File: config.mk
export PLATFORM = sky130hd
export DESIGN_NAME = sis_ctrl
export DESIGN_NICKNAME = d
export VERILOG_FILES = /design/src/hdl/sis_pkg.sv /design/src/hdl/sis_ctrl.sv
export SDC_FILE = /design/constraint.sdc
export NUM_CORES = 1
export LEC_CHECK = 0
export BUFFER_PORTS_ARGS = -buffer_cell sky130_fd_sc_hd__buf_2
export CORE_AREA = 3 3 40 42
export CTS_BUF_LIST = sky130_fd_sc_hd__clkbuf_16
export DETAILED_ROUTE_END_ITERATION = 16
export DIE_AREA = 0 0 43 45
export PLACE_DENSITY_LB_ADDON = 0.12
export SETUP_SLACK_MARGIN = 0.5
export SYNTH_ARGS = -nofsm -noshare
export SYNTH_HDL_FRONTEND = slang
export SYNTH_SLANG_ARGS = --single-unit
export TNS_END_PERCENT = 20
File: constraint.sdc
create_clock -name clk -period 1.2 [get_ports clk]
set_input_delay 0.24 -clock clk [delete_from_list [all_inputs] [get_ports clk]]
set_output_delay 0.24 -clock clk [all_outputs]
set_load 0.005 [all_outputs]
File: src/hdl/sis_pkg.sv
// Package for the sorted integer set: codes, defaults and the controller command.
// No dependencies.
`default_nettype none
package sis_pkg;

    localparam int CAPACITY_DEF = 64;

    localparam logic [1:0] FUNC_ADD      = 2'd0;
    localparam logic [1:0] FUNC_REMOVE   = 2'd1;
    localparam logic [1:0] FUNC_CONTAINS = 2'd2;
    localparam logic [1:0] FUNC_READ     = 2'd3;

    localparam logic [1:0] STAT_OK    = 2'd0;
    localparam logic [1:0] STAT_FULL  = 2'd1;
    localparam logic [1:0] STAT_RANGE = 2'd2;

    localparam logic [1:0] CLASS_16 = 2'd0;
    localparam logic [1:0] CLASS_32 = 2'd1;
    localparam logic [1:0] CLASS_64 = 2'd2;

    typedef struct packed {
        logic load;     // capture request on transfer
        logic compare;  // register per-cell compare results
        logic update;   // apply operation, load result registers
    } cmd_t;

endpackage
`default_nettype wire

File: src/hdl/sis_ctrl.sv
// Controller for the sorted integer set: request/response sequencing.
// Depends on sis_pkg.
`default_nettype none
module sis_ctrl
(
    input  wire logic        clk,
    input  wire logic        rst_n,
    input  wire logic        req_valid,
    output logic             req_stall,
    output logic             rsp_valid,
    input  wire logic        rsp_stall,
    output sis_pkg::cmd_t    cmd
);

    typedef enum logic [2:0] {
        ST_IDLE    = 3'b001,
        ST_COMPARE = 3'b010,
        ST_UPDATE  = 3'b100
    } state_t;

    state_t state_reg, state_next;
    logic   rsp_valid_reg, rsp_valid_next;

    always_comb
    begin
        cmd.load    = (state_reg == ST_IDLE) && req_valid;
        cmd.compare = (state_reg == ST_COMPARE);
        cmd.update  = (state_reg == ST_UPDATE) && (!rsp_valid_reg || !rsp_stall);
    end

    always_comb
    begin
        state_next = state_reg;
        unique case (state_reg)
            ST_IDLE:    if (req_valid) state_next = ST_COMPARE;
            ST_COMPARE: state_next = ST_UPDATE;
            ST_UPDATE:  if (cmd.update) state_next = ST_IDLE;
            default:    state_next = ST_IDLE;
        endcase
    end

    always_comb
    begin
        rsp_valid_next = rsp_valid_reg;
        if (cmd.update)
            rsp_valid_next = 1'b1;
        else if (!rsp_stall)
            rsp_valid_next = 1'b0;
    end

    always_ff @(posedge clk or negedge rst_n)
    begin
        if (!rst_n)
        begin
            state_reg     <= ST_IDLE;
            rsp_valid_reg <= 1'b0;
        end
        else
        begin
            state_reg     <= state_next;
            rsp_valid_reg <= rsp_valid_next;
        end
    end

    assign req_stall = (state_reg != ST_IDLE);
    assign rsp_valid = rsp_valid_reg;

endmodule
`default_nettype wire

==> impl_metrics.toml <==
[final_layout]
num_antenna_cells = 0
nets = 39
final_cell_mix = "8 x buf_2, 4 x buf_4, 3 x clkbuf_16"
area_growth_pct = 91.33
final_cell_area_um2 = 414.1
post-route-util = 0.3223
drive_above_1_share = 0.6471
fillCellCount = 140
largest_register_ffs = 3
final_common_cell = "buf_2"

[logic_synthesis]
ys_warn_count = 0
syn_area_per_cell_um2 = 12.03
yosysSeqAreaShare = 0.4682
syn_inst = 18
synth_cell_types = 15
synth_seq_cells = 4
synthesis.nets = 22
netlist_area_um2 = 216.5

[sta]
fin_crit_sh = 1.243
finalHoldViolCount = 0
tightest_slew_ps = 275.7
setup_viol_count_final = 4
relSlewSlack = 0.8136
holdWs_ps = 286.0
finalWorstSetupSlack_ps = -292.0
max_freq_ghz = 0.6703
finClkSkew_ps = 2.126
slew_violations = 0
rsz0062_at_grt = "true"
fin_crit_ps = 1492

[clock_tree]
cts_setup_buffers = 0
cts.htree.levels = 1
clkTransAtPathRegs_ps = 30
cts-root-buf = "clkbuf_16"
cts_tree = "built"
cts_buffer_depth = 2
cts.sinks = 4
numCtsBuffers = 3
clock_latency_ps = 220

[setup_path]
crit_required_ps = 960
slowest_stage = "dfstp_2"
cp_cell_sequence = "or3b_1 -> buf_2"
end_kind = "primary output"
cpPeakStageDelay_ps = 550
worst_setup_path_start_kind = "register"
cp_data_arrival_time_ps = 1250
cp_max_fo = 5
critPathKind = "register to primary output"

[run_status]
status = "finished with violations"
violations = "negative setup slack"

[route]
wl_um = 631
drtIter0Drc = 1
firstDrtPassIters = 2
routed_via_density = 4.204
wl_per_cell_um = 12.88
antenna_left = 0
remaining_drc_errors = 0
vias = 206

[die]
die_h_um = 45
num_io_pins = 9
row_count = 13
die_area_um2 = 1935
core_um2 = 1285
die_w_um = 43
start_util = 0.1685

[power]
p_leak_nw = 0.1912
vdd_drop_max_uv = 926.0
cellPowerDensity_nw_per_um2 = 2660
power_mw = 1.102

[global_routing]
grt_use_total = 0.07923
grt_pass1_vias = 219
grt_max_degree = 8
overflow = 0
antenna_found_initial = 0
grt_pass1_wl_um = 1035

[job]
cap_violations = 0

[min_path]
hold_path.class = "input pin to register"

[placement]
portBuffers = 8
dpl_cell_area_um2 = 297.8
gp_congestion = 0.6649
pre_cts_slack_ps = -60.14
[worst paths after layout]
check                               end  slack (ps)    startpoint  depth (start not counted)
min in group asynchronous     rsp_valid         360         rst_n                          2
max reg2reg                state_reg[0]         150  state_reg[1]                          3
min reg2reg                state_reg[1]         520  state_reg[1]                          1
max in group asynchronous  state_reg[0]         630         rst_n                          2
max                           req_stall        -290  state_reg[0]                          2
min                        state_reg[1]         290     req_valid                          2
[kinds of logic (layout without fill, tap and decap cells)]
logic type,after synthesis,in the layout,synth area share
flops,4,4,0.4682
compound gates,3,3,0.09826
simple gates,10,10,0.3989
buf+inv,1,17,0.03470
[power breakdown]
group          internal (mW)  switching [mW]  leakage, nW  total [mW]
clock                  0.430          0.0947       0.0423       0.525
sequential             0.192          0.0648       0.0481       0.257
combinational          0.191           0.128        0.101       0.320
total                  0.814           0.288        0.191        1.10
[per-stage QoR]
stage               setup TNS [ps]  instances
floorplan                        0         18
global placement            -40.40         44
detailed placement          -73.97         44
CTS                         -921.1         49
global route                 -1121         49
finish                      -886.5         49
[synth_stat cells]
cell,n,area share
dfrtp_1,3,0.35
nor4bb_1,2,0.092
a211oi_1,1,0.035
a21oi_1,1,0.023
a22o_1,1,0.040
and3_1,1,0.029
buf_4,1,0.035
dfstp_2,1,0.12
nand2_1,1,0.017
nand2b_1,1,0.029
nand4b_1,1,0.040
nor2_1,1,0.017
nor3b_2,1,0.058
nor4bb_2,1,0.075
or3b_1,1,0.040
[timing repair]
item,CTS,global route
resized for setup,5,1
hold endpoints to repair,3,0
hold buffers,1,0
pin swaps,3,2
endpoints found under the setup margin,9,9
[metal layers]
layer / GRT usage / wire [um] / vias to the layer above / share of wire
li1: - / - / 102 / -
met1: 0.09443 / 274 / 94 / 0.43
met2: 0.1138 / 275 / 10 / 0.44
met3: 0.05976 / 80 / 0 / 0.13
met4: 0.01807 / 0 / 0 / 0
met5: 0 / 0 / - / 0
[worst max-delay path, delay by kind of cell, from the launching register on]
| family | cells | cell delay [ps] |
|---|---|---|
| AND/OR/NAND/NOR | 1 | 350 |
| buffers and inverters | 1 | 130 |
| flip-flops | 1 | 550 |
[final cells by class]
type	count	area, um^2	share of cell area
Timing Repair Buffer	13	80.08	0.1934
Clock inverter	1	3.754	0.009063
Sequential cell	4	103.9	0.2508
Tap cell	15	18.77	0.04532
Multi-Input combinational cell	13	132.6	0.3202
Clock buffer	3	75.07	0.1813
Power figures use the tool's default switching activity.
